==> config.mk <==
export PLATFORM = sky130hd
export DESIGN_NAME = pcih_classify
export DESIGN_NICKNAME = d
export VERILOG_FILES = /design/src/pcih_pkg.sv /design/src/pcih_classify.sv
export SDC_FILE = /design/constraint.sdc
export NUM_CORES = 1
export LEC_CHECK = 0
export BUFFER_PORTS_ARGS = -buffer_cell sky130_fd_sc_hd__clkbuf_2
export CORE_MARGIN = 2
export CORE_UTILIZATION = 34
export DETAILED_ROUTE_END_ITERATION = 7
export PLACE_DENSITY = 0.55
export SYNTH_ARGS = -nofsm -noshare
export SYNTH_HDL_FRONTEND = slang
export SYNTH_SLANG_ARGS = --single-unit
==> constraint.sdc <==
create_clock -name vclk -period 9.67
set_clock_uncertainty 0.15 [all_clocks]
set_input_delay 0.967 -clock vclk [all_inputs]
set_output_delay 0.967 -clock vclk [all_outputs]
set_load 0.05 [all_outputs]
==> src/pcih_pkg.sv <==
// shared constants, types and helper functions for the isolation histogram unit
package pcih_pkg;

  localparam int VERTEX_BINS = 11;
  localparam int ETA_BINS    = 5;
  localparam int COUNT_WIDTH = 32;

  localparam int TABLE_BINS = 11;
  localparam int USED_BINS  = (VERTEX_BINS < TABLE_BINS) ? VERTEX_BINS : TABLE_BINS;
  localparam int ETA_LIMS   = 4;
  localparam int ETA_USED   = (ETA_BINS - 1 < ETA_LIMS) ? ETA_BINS - 1 : ETA_LIMS;
  localparam int AREA_REGS  = 5;

  // field widths
  localparam int PT_W    = 16;
  localparam int ETA_W   = 12;
  localparam int ISO_W   = 16;
  localparam int RHO_W   = 10;
  localparam int NVTX_W  = 8;
  localparam int TRUTH_W = 2;
  localparam int HSEL_W  = 3;
  localparam int BSEL_W  = 4;
  localparam int IETA_W  = 3;
  localparam int VBIN_OUT_W = 4;
  localparam int COUNT_OUT_W = 32;
  localparam int ICUT_W  = 10;
  localparam int AREA_W  = 10;
  localparam int CFG_IDX_W  = 3;
  localparam int CFG_DATA_W = 16;

  // internal arithmetic widths
  localparam int VBIN_W = $clog2(VERTEX_BINS + 1);
  localparam int NEU_W  = ISO_W + 1;
  localparam int THR_W  = ICUT_W + PT_W;
  localparam int SUB_W  = RHO_W + AREA_W;
  localparam int CMP_W  = 28;

  // histogram store: one row per (truth group, vertex bin), four counters a row
  localparam int LANES     = 4;
  localparam int LANE_W    = 2;
  localparam int ROW_DEPTH = 2 * VERTEX_BINS;
  localparam int ROW_W     = $clog2(ROW_DEPTH);
  localparam int ROW_BITS  = LANES * COUNT_WIDTH;

  localparam logic [ETA_W-1:0] BOUNDARY_ETA = 12'd1514;
  localparam logic [ETA_W-1:0] MAX_ETA      = 12'd2560;

  localparam logic [ETA_W-1:0] ETA_LIMITS [ETA_LIMS] = '{
    12'd819, 12'd1331, 12'd2048, 12'd2253
  };
  localparam logic [NVTX_W-1:0] VTX_LIMITS [TABLE_BINS+1] = '{
    8'd5, 8'd10, 8'd13, 8'd15, 8'd16, 8'd17, 8'd18, 8'd19, 8'd20, 8'd22, 8'd25, 8'd30
  };

  localparam logic OP_PROCESS = 1'b0;
  localparam logic OP_READ    = 1'b1;

  localparam logic [TRUTH_W-1:0] TRUTH_TRUE    = 2'd1;
  localparam logic [TRUTH_W-1:0] TRUTH_IGNORED = 2'd2;

  localparam logic [CFG_IDX_W-1:0] REG_PT_CUT  = 3'd0;
  localparam logic [CFG_IDX_W-1:0] REG_ISO_CUT = 3'd1;
  localparam logic [CFG_IDX_W-1:0] REG_BARREL  = 3'd2;
  localparam logic [CFG_IDX_W-1:0] REG_AREA0   = 3'd3;
  localparam logic [CFG_IDX_W-1:0] REG_AREA1   = 3'd4;
  localparam logic [CFG_IDX_W-1:0] REG_AREA2   = 3'd5;
  localparam logic [CFG_IDX_W-1:0] REG_AREA3   = 3'd6;
  localparam logic [CFG_IDX_W-1:0] REG_AREA4   = 3'd7;

  typedef struct packed {
    logic [PT_W-1:0]                     pt_cut;
    logic [ICUT_W-1:0]                   iso_cut;
    logic                                barrel_region;
    logic [AREA_REGS-1:0][AREA_W-1:0]    area;
  } cfg_regs_t;

  // per-candidate selection results handed from stage one to stage two
  typedef struct packed {
    logic               acc;
    logic [IETA_W-1:0]  ieta;
    logic [VBIN_W-1:0]  vbin;
    logic [THR_W-1:0]   thr;
    logic [SUB_W-1:0]   sub;
    logic [NEU_W-1:0]   neu;
    logic [ROW_W-1:0]   row;
    logic [LANE_W-1:0]  lane;
    logic               hit;
  } sel_t;

  function automatic logic [IETA_W-1:0] eta_bin(input logic [ETA_W-1:0] eta);
    logic [IETA_W-1:0] r;
    r = '0;
    for (int i = 0; i < ETA_USED; i++) begin
      if (eta > ETA_LIMITS[i]) r = IETA_W'(i + 1);
    end
    return r;
  endfunction

  // limit ranges are disjoint, so at most one bin matches
  function automatic logic [VBIN_W-1:0] vertex_bin_of(input logic [NVTX_W-1:0] v);
    logic [VBIN_W-1:0] r;
    r = VBIN_W'(VERTEX_BINS);
    for (int i = 0; i < USED_BINS; i++) begin
      if (v >= VTX_LIMITS[i] && v < VTX_LIMITS[i+1]) r = VBIN_W'(i);
    end
    return r;
  endfunction

endpackage

==> src/pcih_classify.sv <==
// stage one: candidate selection, eta and vertex binning, thresholds and row address
module pcih_classify import pcih_pkg::*; (
  input  cfg_regs_t           cfg,
  input  logic                op,
  input  logic [PT_W-1:0]     momentum,
  input  logic [ETA_W-1:0]    abs_eta,
  input  logic [ISO_W-1:0]    iso_neutral,
  input  logic [ISO_W-1:0]    iso_photon,
  input  logic [RHO_W-1:0]    energy_density,
  input  logic [NVTX_W-1:0]   vertex_count,
  input  logic [TRUTH_W-1:0]  truth_class,
  input  logic [HSEL_W-1:0]   hist_select,
  input  logic [BSEL_W-1:0]   bin_select,
  output sel_t                sel
);

  logic               region_ok;
  logic [IETA_W-1:0]  ieta;
  logic [VBIN_W-1:0]  vbin;
  logic               grp;
  logic [ROW_W-1:0]   bin_row;

  always_comb begin
    region_ok = cfg.barrel_region ? (abs_eta < BOUNDARY_ETA) : (abs_eta > BOUNDARY_ETA);
    ieta = eta_bin(abs_eta);
    vbin = vertex_bin_of(vertex_count);

    sel.acc  = (momentum > cfg.pt_cut) && region_ok && (abs_eta <= MAX_ETA);
    sel.ieta = ieta;
    sel.vbin = vbin;
    sel.thr  = THR_W'(cfg.iso_cut) * THR_W'(momentum);
    sel.sub  = SUB_W'(energy_density) * SUB_W'(cfg.area[ieta]);
    sel.neu  = NEU_W'(iso_neutral) + NEU_W'(iso_photon);

    // true electrons fill the first row group, fakes the second
    if (op == OP_READ) begin
      grp      = hist_select[HSEL_W-1];
      bin_row  = ROW_W'(bin_select);
      sel.hit  = int'(bin_select) < VERTEX_BINS;
      sel.lane = hist_select[LANE_W-1:0];
    end else begin
      grp      = truth_class != TRUTH_TRUE;
      bin_row  = ROW_W'(vbin);
      sel.hit  = int'(vbin) < VERTEX_BINS;
      sel.lane = '0;
    end
    if (sel.hit) begin
      sel.row = (grp ? ROW_W'(VERTEX_BINS) : ROW_W'(0)) + bin_row;
    end else begin
      sel.row = '0;
    end
  end

endmodule

# Word-level counts from Yosys, hierarchy flattened
# Index checks and enable logic that the tools add are counted.
# word_totals
register_bits,0
input_bits,165
output_inout_bits,79
word_cells,74
# op_classes
add_sub_neg,2
multipliers,2
magnitude_cmp,33
eq_ne,1
mux,23
reduce_logical,13
# ops
op,count
$lt A8 B5 Y1 const B,8
$ge A8 B5 Y1 const B,7
$mux W4,13
$bmux W10 S3,1
$mul A10 B16 Y26,1
$ge A8 B4 Y1 const B,3
$gt A12 B11 Y1 const B,2
$gt A12 B12 Y1 const B,2
$lt A8 B4 Y1 const B,3
$mul A10 B10 Y20,1
$add A16 B16 Y17,1
$gt A16 B16 Y1,1
$logic_and A1 B1 Y1,13
$gt A12 B10 Y1 const B,1
$le A12 B12 Y1 const B,1
$lt A12 B11 Y1 const B,1
$mux W10,1
$mux W3,3
$ge A8 B3 Y1 const B,1
$lt A4 B4 Y1 const B,2
$add A4 B5 Y5,1
$mux W5,1
$lt A3 B4 Y1 const B,1
$mux W1,3
2 further kinds,2

# Logic depth before layout (Yosys ltp)
# Gate-level depths: netlist of run 1.
# depth
word_depth,16
mapped_depth,25
mapped_depth_nobuf,24

# Worst setup path after synthesis of run 1
# OpenSTA, ideal clock, no wires.
# synth_timing
path_type,input port to output port
from,in abs_eta[1]
to,out sel[43] (netlist name)
arrival_time_ns,7.969
required_ns,8.553
setup_slack_ns,0.584
path_stages,22
path_buffers,0
cell_sequence,a311oi_1 -> nor2_1 -> o41ai_2 -> inv_2 -> nor2_1 -> a221oi_2 -> nand2b_1 -> fa_1 -> fa_1 -> inv_1 -> fa_1 -> fa_1 -> inv_1 -> fa_1 -> inv_1 -> ha_1 -> a2111oi_0 -> o21ai_0 -> a41o_1 -> a21oi_1 -> a31oi_1 -> xor2_1
# synth_rtl
item,line,rtl
"start, declared",pcih_classify.sv:6,"input logic [ETA_W-1:0] abs_eta,"
"end, declared",pcih_classify.sv:14,output sel_t sel

==> results of run 1 <==
[logic make-up (layout without fill, tap and decap cells)]
logic type,count (synthesis),after routing,share of synthesized area
AND/OR/NAND/NOR,461,461,0.216
adder cells (fa/ha/maj),325,325,0.487
AO/OA/AOI/OAI,255,255,0.163
buffers and inverters,252,458,0.0885
XOR/XNOR,41,41,0.0325
multiplexers,13,13,0.0128
[tightest hold or removal path, stage by stage]
cell and delay, ns:
clkbuf_2 0.07, and2_1 0.14, clkbuf_2 0.23
[area by class of cell]
cell class	instances	area [sq um]	area share
Timing Repair Buffer	256	1360	0.107
Inverter	202	758	0.0596
Tap cell	435	544	0.0428
Multi-Input combinational cell	1095	10100	0.791
[metal layers]
metal / vias up / GRT usage
met1: 4797 / 0.253
met3: 14 / 0.00632
met5: - / 0
met4: 0 / 0.0150
li1: 4858 / -
met2: 247 / 0.305
[how the worst min path moves through the flow]
stage,from,end,slack (ns),cells past startpoint
2_1_floorplan,energy_density[0],sel[25],2.06,1
3_3_place_gp,hist_select[0],sel[1],2.22,3
3_5_place_dp,hist_select[0],sel[1],2.22,3
4_1_cts,hist_select[0],sel[1],2.22,3
5_1_grt,hist_select[0],sel[1],2.24,3
6_report,hist_select[0],sel[1],2.22,3
[stage by stage]
step,worst slack [ns],area [sq um],cells,utilization
final,0.713,12700,1988,0.400
after global routing,0.391,12700,1988,0.400
after CTS,0.650,12700,1988,0.400
after detailed placement,0.658,12700,1988,0.400
after global placement,0.733,12700,1988,0.400
after floorplan,0.584,11000,1347,-
[placed cells by master, fill, tap and decap left out, types with 40 or more instances in the layout]
| master | n |
|---|---|
| a21oi_1 | 64 |
| ha_1 | 151 |
| clkbuf_2 | 241 |
| nand2_1 | 138 |
| fa_1 | 174 |
| and2_1 | 129 |
| nor2b_1 | 40 |
| nor2_1 | 55 |
| o21ai_0 | 40 |
| inv_1 | 201 |
==> impl_metrics.ini, run 1 <==
[global_route]
grt_pass1_vias = 9783
grt_usage = 0.176
grt_max_degree = 33
overflow = 0
antenna_found_initial = 0
grt_pass1_wl_um = 49300

[die]
die-area_sq_um = 33900
rows = 65
core_sq_um = 31800
die_w_um = 184
fp.dieH_um = 184
start_util = 0.347
ios = 244

[critical_path]
worstSetupPathType = input pin to output port
critPathBufInv = 6
cp_slowest_cell = or4_4
slowest_delay_ns = 0.57
cpMostUsedCell = fa_1
path_max_fanout = 10
start_kind = input pin
endpoint = sel[41]
arrival_ns = 7.84
end_kind = output port
crit_required_ns = 8.55
path_cells = clkbuf_2 > or4_4 > or4_4 > a221oi_4 > a221oi_4 > buf_4 > nand2b_1 > fa_1 > fa_1 > inv_1 > fa_1 > fa_1 > inv_1 > fa_1 > inv_1 > ha_1 > a2111oi_0 > o21ai_0 > a41o_1 > a21oi_1 > o21ai_0 > xor2_1 > buf_12
critical_path.top_delay_family = adder cells
critical_path_depth = 23
critPathLaunch = abs_eta[8]

[min_path]
hp-class = input pin to output port

[yosys]
yosys-top-cells-area = fa_1 (32%), ha_1 (17%), and2_1 (7.3%), inv_1 (6.8%), nand2_1 (4.7%)
synth_common_cells = inv_1 (201), fa_1 (174), ha_1 (151)
syn-num-nets = 1837
ys_types = 71
ys_warn_count = 0
synth.most_common_cell = inv_1
syn_inst = 1347
synth_seq_area_share = 0
synth_top_area_frac = 0.316
synth_area_sq_um = 11000
synth_largest_area_cell = fa_1
syn_area_per_cell_sq_um = 8.19

[status]
status = finished clean

[detailed_routing]
ant_nets = 0
wl_met2_um = 14300
drc_errors = 0
wl_met3_um = 1140
wire_per_inst_um = 14.9
vias = 9916
wirelength_um = 29700
drt_iter0_markers = 441
drt-met1-wl_um = 14000
top_layer_used = met4
via_per_inst = 4.99
dr.pass1.iters = 5

[cells_and_area]
fillers = 3282
antenna_cells = 0
drive_gt1_frac = 0.189
area_delta_synth_final_pct = 15.2
n_sequential_cell = 0
seq_area_sq_um = 0
nClkBuffers = 0
nets = 2045

[sta]
slew_headroom = 0.531
min_period_ns = 8.96
rsz0062_at_grt = false
max_freq_mhz = 112
fin_tns_setup_ns = 0
whs_ns = 2.22
hold_viol = 0
worst_pin_slew_ns = 0.703
drv_slew = 0
fin_crit_sh = 0.926
finalSetupViolations = 0

[clocking]
cts_setup_buffers = 0
postCtsHoldBufs = 0
post_cts_resized = 0

[placement]
place.gp.congestion = 0.840
port-buffer-count = 244
place_hpwl_um = 25200

[flow_run]
maxCapViolations = 0
Power of run 1 is not shown: default switching activity piles up to over one toggle a cycle in this logic, so the estimate is an artifact.
==> inputs of run 2 (changes only) <==
clock period = 9.61 ns   (was 9.67 ns; I/O delays follow)
==> run 2 against run 1 <==
Cell count is essentially flat. Non-clock buffer count down 2. Cell area about the same. Utilization hardly changed. Worst setup slack worse by 0.12 ns. Critical path depth unchanged. Global-route usage grew 0.093 points. Count of clock-buffer cells in the layout is the same. First-iteration DRC count fell by 24%. Worst hold slack lost 0.010 ns. Sequential share of layout area stayed put. Sequential cell count stayed put. Highest routed layer unchanged.
==> impl_metrics.ini, run 2 (same netlist as run 1, synthesis figures left out) <==
[status]
status = finished clean

[flow_run]
maxCapViolations = 0

[sta]
slew_headroom = 0.552
worst_pin_slew_ns = 0.662
fin_crit_sh = 0.939
rsz0062_at_grt = false
max_freq_mhz = 111
fin_tns_setup_ns = 0
drv_slew = 0
whs_ns = 2.21
min_period_ns = 9.02
hold_viol = 0
finalSetupViolations = 0

[placement]
place.gp.congestion = 0.837
place_hpwl_um = 25400
port-buffer-count = 244

[global_route]
grt_pass1_vias = 9952
overflow = 0
grt_usage = 0.177
grt_pass1_wl_um = 49600
grt_max_degree = 33
antenna_found_initial = 1

[detailed_routing]
dr.pass1.iters = 5
wl_met3_um = 1160
via_per_inst = 5.01
top_layer_used = met4
vias = 9959
wirelength_um = 29900
drc_errors = 0
drt_iter0_markers = 337
drt-met1-wl_um = 14000
ant_nets = 0
wire_per_inst_um = 15.0
wl_met2_um = 14300

[die]
fp.dieH_um = 184
die-area_sq_um = 33900
start_util = 0.347
ios = 244
rows = 65
die_w_um = 184
core_sq_um = 31800

[critical_path]
path_max_fanout = 10
arrival_ns = 7.91
end_kind = output port
crit_required_ns = 8.50
worstSetupPathType = input pin to output port
start_kind = input pin

[cells_and_area]
area_delta_synth_final_pct = 15.1
final_common_cell = clkbuf_2
drive_gt1_frac = 0.188
mostFrequentLayoutCells = clkbuf_2 (241), inv_1 (201), fa_1 (174)
nClkBuffers = 0
n_sequential_cell = 0
fillers = 3308
nets = 2043
seq_area_sq_um = 0

[min_path]
hp-class = input pin to output port

[clocking]
cts_setup_buffers = 0
post_cts_resized = 0
postCtsHoldBufs = 0
## run 2: cell count changes in the layout (fill, tap and decap cells not counted), sizes merged
cell	before	now
buf	15	13
diode	0	1
## run 2: layout make-up
type / count / area, sq um / share of cell area
antenna: 1 / 2.50 / 0.000197
inverter: 202 / 758 / 0.0597
timing repair buffer: 254 / 1340 / 0.106
tap: 435 / 544 / 0.0428
multi-input combinational: 1095 / 10100 / 0.792
## run 2: worst paths after layout
path                            from  cells past startpoint  endpoint
worst max-delay path      abs_eta[8]                     23   sel[41]
worst min-delay path  hist_select[0]                      3    sel[1]
## run 2: per-stage QoR
| stage | cell area, sq um | utilization | instances | setup slack (ns) |
|---|---|---|---|---|
| after global routing | 12700 | 0.400 | 1987 | 0.228 |
| final | 12700 | 0.400 | 1987 | 0.590 |
| after CTS | 12700 | 0.399 | 1986 | 0.507 |
| after floorplan | 11000 | - | 1347 | 0.536 |
| after detailed placement | 12700 | 0.399 | 1986 | 0.549 |
| after global placement | 12700 | 0.399 | 1986 | 0.684 |
## run 2: metal layers
layer	up-vias	track usage
li1	4850	-
met1	4840	0.249
met2	247	0.309
met3	22	0.00672
met4	0	0.0214
met5	-	0
## run 2: critical path: stages
cell       delay (ns)
clkbuf_2         0.17
or4_4            0.57
or4_4            0.57
a221oi_4         0.36
a221oi_4         0.05
buf_4            0.18
nand2b_1         0.17
fa_1             0.51
fa_1             0.56
inv_1            0.06
fa_1             0.52
fa_1             0.54
inv_1            0.05
fa_1             0.52
inv_1            0.04
ha_1             0.35
a2111oi_0        0.42
o21ai_0          0.19
a41o_1           0.29
a21oi_1          0.26
o21ai_0          0.15
xor2_1           0.24
buf_12           0.17
Power of run 2 is left out for the same reason.
