--- src/pcih_ram.sv ---
// generic single-write, single-read synchronous ram with registered read data
module pcih_ram #(
  parameter int WIDTH = 32,
  parameter int DEPTH = 16
) (
  input  logic                     clk,
  input  logic                     we,
  input  logic [$clog2(DEPTH)-1:0] waddr,
  input  logic [WIDTH-1:0]         wdata,
  input  logic                     re,
  input  logic [$clog2(DEPTH)-1:0] raddr,
  output logic [WIDTH-1:0]         rdata
);

  logic [WIDTH-1:0] mem [DEPTH];

  // read returns the old contents when the same row is written in that cycle
  always_ff @(posedge clk) begin
    if (we) mem[waddr] <= wdata;
    if (re) rdata <= mem[raddr];
  end

endmodule

--- config.mk ---
export PLATFORM = sky130hd
export DESIGN_NAME = pcih_ram
export DESIGN_NICKNAME = d
export VERILOG_FILES = /design/src/pcih_ram.sv
export SDC_FILE = /design/constraint.sdc
export NUM_CORES = 1
export LEC_CHECK = 0
export ABC_AREA = 0
export BUFFER_PORTS_ARGS = -buffer_cell sky130_fd_sc_hd__buf_2
export CORE_MARGIN = 2
export CORE_UTILIZATION = 30
export CTS_BUF_LIST = sky130_fd_sc_hd__clkbuf_8
export DETAILED_ROUTE_END_ITERATION = 12
export PLACE_DENSITY = 0.51
export SYNTH_ARGS = -nofsm -noshare
export SYNTH_HDL_FRONTEND = slang
export SYNTH_SLANG_ARGS = --single-unit
--- constraint.sdc ---
create_clock -name clk -period 3.5 [get_ports clk]
set_clock_uncertainty 0.2 [all_clocks]
set_input_delay 0.35 -clock clk [delete_from_list [all_inputs] [get_ports clk]]
set_output_delay 0.35 -clock clk [all_outputs]
set_load 0.02 [all_outputs]
## Word level (Yosys, flattened, before mapping)

Memories as Yosys holds them, arrays and structs flattened. A register that Yosys moved wholly into a read port is not among the register bits.
Cells that the tools add are included.

| storage, ports and cells | value |
|---|---|
| flip-flop bits (word level) | 0 |
| memories kept | 1 |
| bits in writable memories | 512 |

| operators by class | value |
|---|---|
| multiplexer cells | 2 |

Memories:

| memory | words | width | read ports | clocked after Yosys merged registers in | wr ports | line | source |
|---|---|---|---|---|---|---|---|
| mem | 16 | 32 | 1 | 1 | 1 | 15 | `logic [WIDTH-1:0] mem [DEPTH];` |

Operator list:

| operator | number |
|---|---|
| $mux W1 | 2 |

## Depth between registers and ports, before layout

Gate-level depths: netlist of the first run.

| depth | value |
|---|---|
| depth after elaboration | 2 |
| gate-level depth with buffers | 5 |

## Worst setup path before layout of the first run

No wires, ideal clock.

| timing | value |
|---|---|
| path kind | input -> register |
| from | in waddr[2] |
| to | mem mem[0][0] (enable) |
| cell stages on the path | 2 |
| setup slack | -0.230 ns |
| path buffers | 0 |
| arrival | 3.068 ns |
| path through | or3b_2 nor3_1 |

RTL lines:

| what | line | source |
|---|---|---|
| from (decl) | 8 | `input logic [$clog2(DEPTH)-1:0] waddr,` |
| to (decl) | 15 |  |

No word-level cell before the write port.

## Worst setup path in the final report of the first run

| timing | value |
|---|---|
| from | reg rdata[20], read port of mem |
| to | out rdata[20] |

RTL lines:

| what | line | source |
|---|---|---|
| from (decl) | 12 | `output logic [WIDTH-1:0] rdata` |

No word-level cell between the ends.

==> flow_summary.json, run 1 <==
{
  "cts_tree": "done",
  "cp_max_fo": 1,
  "avgSynthCellArea_um2": 24.1,
  "wl_met3_um": 2410,
  "start_util": 0.301,
  "fp.dieW_um": 263,
  "clk_pin_slew_ns": 0.06,
  "netlist_area_um2": 20200,
  "period_needed_ns": 1.91,
  "final_cell_count_no_fill": 1966,
  "critPathLaunch": "rdata[20]",
  "cts_setup_buffers": 0,
  "required_ns": 2.95,
  "setup_violations": 0,
  "drive_above_1_share": 0.333,
  "setup_tns_ns": 0,
  "yosysWarnings": 0,
  "cts-resized-gates": 0,
  "synth_compound_area_frac": 0.0238,
  "synth_nets": 881,
  "grt_pass1_wl_um": 68700,
  "p_leak_nw": 7.63,
  "synth_top_family_by_area": "multiplexers",
  "topRoutingLayerUsed": "met4",
  "numPlacedInstances": 1779,
  "wl_met2_um": 22100,
  "hp-start": "re",
  "slowest_delay_ns": 0.50,
  "crit_buf_inv": 1,
  "io_pins": 75,
  "drv_cap": 0,
  "n_fill_cell": 6178,
  "clk_latency_ns": 0.64,
  "grt_overflow": 0,
  "irDropWorstVdd_mv": 0.272,
  "antenna_left": 0,
  "final_common_cell": "edfxtp_1",
  "synth_fa_ha_area_frac": 0,
  "grt_usage": 0.136,
  "worstHoldPathType": "in -> reg",
  "grt_max_degree": 46,
  "dieHeight_um": 263,
  "htreeDepth": 3,
  "gp_congestion": 0.684,
  "slew_viol_final": 0,
  "fin_crit_sh": 0.546,
  "synthCells": 838,
  "num_vias": 9341,
  "p_per_area_nw_per_um2": 548,
  "tightest_slew_ns": 0.739,
  "rows": 95,
  "rsz0062_at_grt": "no",
  "cp-start-kind": "flip-flop",
  "dp_hpwl_um": 25200,
  "wl_per_cell_um": 23.8,
  "slew-limit-headroom": 0.506,
  "cp_slowest_cell": "edfxtp_1",
  "portBuffers": 74,
  "fin_nets": 1072,
  "utilization": 0.357,
  "antenna_found_initial": 1,
  "synthXorXnorAreaFrac": 0,
  "crit_chain": "buf_2",
  "via_per_inst": 4.75,
  "critical_path_class": "reg -> out",
  "root_buffer": "clkbuf_8",
  "critical_path.top_delay_family": "flip-flops",
  "core_um2": 66900,
  "cts_made_buffers": 89,
  "clock_path_buffers": 3,
  "drc": 0,
  "synth_seq_area_share": 0.810,
  "cts_hold_buf": 32,
  "final_cell_mix": "edfxtp_1, mux4_2, clkbuf_8",
  "initialDrtViolationCount": 691,
  "wl_met1_um": 21500,
  "clock-sinks": 544,
  "dieArea_um2": 69300,
  "synth-simple-area-share": 0.0125,
  "status": "complete, no violations",
  "cp.arrival_ns": 1.36,
  "drtPass1Iterations": 4,
  "finalHoldViolations": 0,
  "synth-seq-cells": 544,
  "synthMuxAreaShare": 0.143,
  "grt_pass1_vias": 10100,
  "fmax_ghz": 0.524,
  "r2r_start": "mem[2][16]",
  "cp-end-kind": "primary output",
  "synth_cell_type_count": 17,
  "routed_wl_um": 46800,
  "synthToLayoutAreaGrowth_pct": 18.4
}
[cells by family (layout without fill, tap and decap cells)]
group           Yosys count  after routing
other cells               0              1
compound gates           64             64
buf+inv                  43            297
mux                     128            128
simple gates             59             59
flops                   544            544
[layout make-up]
type,instances,area (um2),area share
sequential,544,16300,0.684
multi-input combinational,251,3760,0.157
clock buffer,93,1280,0.0536
timing repair buffer,143,1130,0.0473
tap,873,1090,0.0457
clock inverter,61,298,0.0125
antenna,1,2.50,0.000105
[Yosys cell counts]
cell	n	area, um2
nor2_1	13	48.8
buf_4	11	82.6
nand3b_1	2	15.0
or3b_2	1	8.76
nand2_1	33	124
nor3_1	4	20.0
a22oi_1	64	480
and2_1	1	6.26
nor2b_1	2	12.5
buf_6	2	22.5
clkbuf_1	17	63.8
buf_2	4	20.0
edfxtp_1	544	16300
buf_1	9	33.8
nand3_1	1	5.00
nand2b_1	2	12.5
mux4_2	128	2880
[routing by layer]
metal	track usage	up-vias
met1	0.191	5026
met4	0.0471	0
li1	-	3998
met3	0.0275	48
met5	0	-
met2	0.211	269
[power by group]
group          total (mW)  internal [mW]  switching, mW
Combinational       0.719          0.292          0.427
Sequential           7.39           7.34         0.0439
Clock                5.00           2.58           2.41
[worst paths after layout]
check	endpoint	slack [ns]	cells past startpoint
worst max-delay path	rdata[20]	1.59	1
worst min-delay path	rdata[0]	0.11	1
worst max register to register	rdata[16]	1.71	3
worst min register to register	rdata[23]	0.54	3
[registers in the layout, summed over array words and instances (netlist names)]
name / flops
mem: 512
rdata: 32
[per-stage QoR]
step	worst slack, ns	total power [mW]	hold slack, ns	area (um2)
floorplan	0.0707	7.90	0.249	20200
global placement	0.986	8.22	0.523	22000
detailed placement	0.978	8.23	0.525	22000
CTS	1.53	13.3	0.0698	23900
global route	1.50	13.6	0.108	23900
finish	1.59	13.1	0.107	23900
No activity file was read; power rests on OpenSTA's default activity.
==> run 2: changes to the inputs <==
Settings changed: PLACE_DENSITY 0.51 to 0.5.
Clock period 3.5 ns to 1.9 ns, I/O delays scaled along.
==> run 2 against run 1 <==
  * Non-clock buffer count is 58 higher
  * Critical path depth is 6 higher
  * Sequential power is 84% higher
  * Setup slack worse by 1.5 ns
  * Total power is 83% higher
  * Sequential share of layout area is 1.9 points lower
  * Die area stayed put
  * Routed wire length is 3.5% higher
  * Critical path type is now in -> reg
  * Largest cell class unchanged
  * Highest routed layer is now met5
==> flow_summary.json, run 2 (same netlist as run 1, synthesis figures left out) <==
{
  "status": "complete, no violations",
  "gp_congestion": 0.712,
  "hold_ws_ns": 0.0564,
  "final_common_cell": "edfxtp_1",
  "grt_pass1_vias": 10500,
  "total_power_mw": 24.0,
  "slew-limit-headroom": 0.330,
  "clk_latency_ns": 0.66,
  "portBuffers": 74,
  "dp_slack_ns": -0.214,
  "synthToLayoutAreaGrowth_pct": 21.8,
  "drv_cap": 0,
  "crit_chain": "dlygate4sd3_1, buf_6, buf_12, buf_4, mux4_2, a22oi_1, nand2_1",
  "cts-resized-gates": 0,
  "core_um2": 66900,
  "slowest_delay_ns": 0.55,
  "n_fill_cell": 6097,
  "grt_max_degree": 36,
  "fin_crit_sh": 0.931,
  "initialDrtViolationCount": 805,
  "p_per_area_nw_per_um2": 978,
  "whs_path_depth": 4,
  "largest-register": "mem",
  "p_leak_nw": 7.98,
  "cp-end-kind": "flip-flop",
  "cts_hold_buf": 36,
  "rows": 95,
  "insertedDiodeCount": 0,
  "fin_nets": 1128,
  "worstHoldPathType": "in -> reg",
  "clock_path_buffers": 3,
  "cp-start-kind": "input port",
  "drc": 0,
  "grt_usage": 0.142,
  "cts_made_buffers": 87,
  "wl_per_cell_um": 23.9,
  "start_util": 0.301,
  "via_per_inst": 4.75,
  "worstRegToRegCells": 3,
  "irDropWorstVdd_mv": 0.467,
  "setup_slack_ns": 0.131,
  "dieArea_um2": 69300,
  "final_cell_mix": "edfxtp_1, mux4_2, clkbuf_8",
  "htreeDepth": 3,
  "setup_violations": 0,
  "antenna_left": 0,
  "largest_reg_flops": 512,
  "critical_path_class": "in -> reg",
  "io_pins": 75,
  "cp.arrival_ns": 1.96,
  "cts_setup_buffers": 0,
  "finalHoldViolations": 0,
  "cts_tree": "done",
  "drtPass1Iterations": 5,
  "dieHeight_um": 263,
  "slew_viol_final": 0,
  "required_ns": 2.09,
  "utilization": 0.367,
  "cp_slowest_cell": "dlygate4sd3_1",
  "cp_max_fo": 21,
  "setup_tns_ns": 0,
  "fp.dieW_um": 263,
  "fmax_ghz": 0.565,
  "tightest_slew_ns": 1.00,
  "antenna_found_initial": 3,
  "grt_pass1_wl_um": 71300,
  "drive_above_1_share": 0.367,
  "dp_hpwl_um": 27300,
  "clk_pin_slew_ns": 0.06,
  "clock-sinks": 544,
  "grt_overflow": 0,
  "period_needed_ns": 1.77,
  "root_buffer": "clkbuf_8",
  "num_vias": 9616,
  "largestRegisters": "mem (512), rdata (32)",
  "routed_wl_um": 48500,
  "rsz0062_at_grt": "no"
}
[run 2: cell count changes in the layout (fill, tap and decap cells not counted), moves of 2 or more]
cell / previous run / this run
buf_4: 26 / 60
buf_12: 12 / 31
clkinv_1: 28 / 22
clkbuf_8: 94 / 89
clkinv_2: 7 / 12
dlygate4sd3_1: 32 / 36
clkinvlp_4: 2 / 5
inv_1: 22 / 25
nor3_2: 3 / 0
nor3_4: 1 / 4
inv_8: 0 / 2
[run 2: metal layers]
| layer | routed length (um) | GRT usage |
|---|---|---|
| met1 | 21400 | 0.192 |
| met2 | 24000 | 0.231 |
| met3 | 2370 | 0.0304 |
| met4 | 697 | 0.0417 |
| met5 | 38 | 0 |
[run 2: cell type report]
cell class              instances  area [um2]  area share
clock buffers                  88        1210      0.0493
multi-input cells             251        3780       0.154
repair buffers                201        1820      0.0739
well taps                     873        1090      0.0445
flip-flops and latches        544       16300       0.665
clock inverters                68         335      0.0136
[run 2: worst paths after layout]
kind / startpoint / to / slack (ns)
max: raddr[1] / rdata[27] / 0.13
min: waddr[0] / mem[0][30] / 0.06
max reg2reg: mem[11][21] / rdata[21] / 0.27
min reg2reg: mem[14][18] / rdata[18] / 0.53
[run 2: through the flow]
stage          std cells  area (um2)
2_1_floorplan        838       20300
3_3_place_gp        1833       22700
3_5_place_dp        1833       22700
4_1_cts             2025       24600
5_1_grt             2025       24600
6_report            2025       24600
[run 2: power breakdown]
part           internal, mW  total (mW)  switching, mW
clock network          4.48        8.96           4.49
registers              13.5        13.6         0.0868
logic                 0.628        1.45          0.819
[run 2: worst max-delay path, delay by kind of cell]
family                 cells  cell delay [ns]
AO/OA/AOI/OAI              1             0.21
AND/OR/NAND/NOR            1             0.08
multiplexers               1             0.32
buffers and inverters      4             1.14
==> run 3: changes to the inputs <==
Settings changed: ABC_AREA 0 to 1, CTS_BUF_LIST sky130_fd_sc_hd__clkbuf_8 to not set, PLACE_DENSITY 0.5 to 0.49.
==> run 3 against run 2 <==
  * Hold slack better by 0.0098 ns
  * Core utilization down 0.60 points
  * Synthesized cell count rose to 2.5 times the previous value
  * Cell count up 64%
  * Routed wire length up 24%
  * Critical path type is now reg -> out
  * Flip-flop and latch count unchanged
  * Sequential share of layout area down 6.9 points
  * Via count up 53%
  * Area after synthesis up 14%
  * Register-to-register slack better by 0.23 ns
==> flow_summary.json, run 3 <==
{
  "cp_slowest_cell": "edfxtp_1",
  "start_util": 0.304,
  "cp_num_cells": 1,
  "drc": 0,
  "portBuffers": 74,
  "yosysWarnings": 0,
  "antenna_found_initial": 3,
  "ys.flop_type": "edfxtp_1",
  "root_buffer": "clkbuf_16",
  "fmax_ghz": 0.591,
  "grt_overflow": 0,
  "drive_above_1_share": 0.107,
  "cp_max_fo": 1,
  "largest_reg_flops": 512,
  "io_pins": 75,
  "whs_path_depth": 5,
  "final_common_cell": "nand2_1",
  "netlist_top_cells_area": "edfxtp_1, nand2_1, nand3_1",
  "yosysTopAreaCell": "edfxtp_1",
  "clock_path_buffers": 3,
  "clk_latency_ns": 0.61,
  "critical_path_class": "reg -> out",
  "dp_hpwl_um": 33400,
  "synthArstFlopShare": 0,
  "postPlaceCellArea_um2": 25300,
  "required_ns": 1.51,
  "n_fill_cell": 7421,
  "finalInstanceArea_um2": 27400,
  "largestRegisters": "mem (512), rdata (32)",
  "synth_fa_ha_area_frac": 0,
  "p_per_area_nw_per_um2": 960,
  "antenna_left": 0,
  "gp_congestion": 0.759,
  "grt_usage": 0.153,
  "synth_cell_type_count": 14,
  "core_um2": 75900,
  "worstHoldPathType": "in -> reg",
  "dieArea_um2": 79100,
  "via_per_inst": 4.42,
  "synth_common_cells": "nand2_1, edfxtp_1, inv_1",
  "irDropWorstVdd_mv": 0.764,
  "setup_violations": 0,
  "cp-end-kind": "primary output",
  "wl_per_cell_um": 18.1,
  "synth_nets": 2163,
  "grt_pass1_vias": 14300,
  "num_vias": 14700,
  "synth_compound_area_frac": 0,
  "netlist_area_um2": 23100,
  "period_needed_ns": 1.69,
  "slew_viol_final": 0,
  "routed_wl_um": 60200,
  "crit_buf_inv": 1,
  "grt_max_degree": 61,
  "drtPass1Iterations": 5,
  "yosysMostFrequentCell": "nand2_1",
  "fin_nets": 2295,
  "htreeDepth": 2,
  "slowest_delay_ns": 0.48,
  "p_leak_nw": 11.4,
  "synthXorXnorAreaFrac": 0,
  "synthCells": 2120,
  "critical_path.top_delay_family": "flip-flops",
  "setup_slack_ns": 0.208,
  "final_cell_mix": "nand2_1, edfxtp_1, inv_1",
  "clock-sinks": 544,
  "initialDrtViolationCount": 1170,
  "synthToLayoutAreaGrowth_pct": 19.0,
  "drv_cap": 0,
  "avgSynthCellArea_um2": 10.9,
  "dp_slack_ns": 0.0899,
  "cts_made_buffers": 56,
  "synth_top_family_by_area": "simple AND/OR/NAND/NOR gates",
  "synth_seq_area_share": 0.709,
  "fin_crit_sh": 0.891,
  "utilization": 0.361,
  "cts_tree": "done",
  "slew-limit-headroom": 0.701,
  "tightest_slew_ns": 0.447,
  "fp.dieW_um": 281,
  "synthMuxAreaShare": 0,
  "clk_pin_slew_ns": 0.06,
  "insertedDiodeCount": 0,
  "synth_edf_count": 544,
  "grt_pass1_wl_um": 90700,
  "synth_top_area_share": 0.709,
  "worstRegToRegCells": 6,
  "dieHeight_um": 281,
  "largest-register": "mem",
  "hold_ws_ns": 0.0662,
  "finalHoldViolations": 0,
  "crit_chain": "buf_2",
  "synth-seq-cells": 544,
  "rows": 101,
  "cts_setup_buffers": 0,
  "cp.arrival_ns": 1.30,
  "synth-simple-area-share": 0.197,
  "status": "complete, no violations",
  "rsz0062_at_grt": "no",
  "cp-start-kind": "flip-flop"
}
[run 3: changes by cell type after synthesis, sizes merged, moves of 4 or more]
cell,delta
a22oi,-64
buf,+65
inv,+390
mux4,-128
nand2,+644
nand3,+384
nor2,+4
nor3,-4
[run 3: timing repair]
item | 4_1_cts | 5_1_grt
hold buffers | 33 | 0
endpoints found under the setup margin | 0 | 0
endpoints found under the hold margin | 544 | 0
gates resized for setup | 0 | 0
[run 3: final cells by class]
class / instances / area (um2) / share of cell area
clock buffer: 65 / 1480 / 0.0539
clock inverter: 39 / 345 / 0.0126
inverter: 390 / 1470 / 0.0537
multi-input combinational: 1081 / 4670 / 0.170
sequential: 544 / 16300 / 0.596
tap: 1030 / 1290 / 0.0470
timing repair buffer: 179 / 1840 / 0.0671
[run 3: power breakdown]
group / internal, mW / switching [mW]
combinational: 0.564 / 1.22
sequential: 13.5 / 0.0778
clock: 6.35 / 4.61
total: 20.4 / 5.91
[run 3: tightest hold or removal path, stage by stage]
cell	delay, ns
buf_2	0.16
buf_12	0.18
nand3_1	0.10
nand3_1	0.06
nand2_1	0.06
[run 3: cells by family after synthesis]
logic type | after synthesis
buf+inv | 495
flops | 544
simple gates | 1081
[run 3: final timing paths]
path | start | to | slack, ns
worst max-delay path | rdata[10] | rdata[10] | 0.21
worst min-delay path | raddr[2] | rdata[26] | 0.07
worst max register to register | mem[0][30] | rdata[30] | 0.50
worst min register to register | mem[6][26] | rdata[26] | 0.53
[run 3: per-layer routing]
layer  wire length (um)  vias up  GRT usage
met3               2830       90     0.0229
met1              27700     7132      0.214
li1                   -     7140          -
met2              28200      332      0.247
met4               1330        6     0.0415
met5                 38        -          0
[run 3: stage by stage]
stage	power [mW]	TNS, ns	std cells
global route	27.2	0	3328
detailed placement	15.6	0	3191
CTS	26.6	0	3328
finish	26.3	0	3328
floorplan	14.8	-154.35	2120
global placement	15.6	0	3191
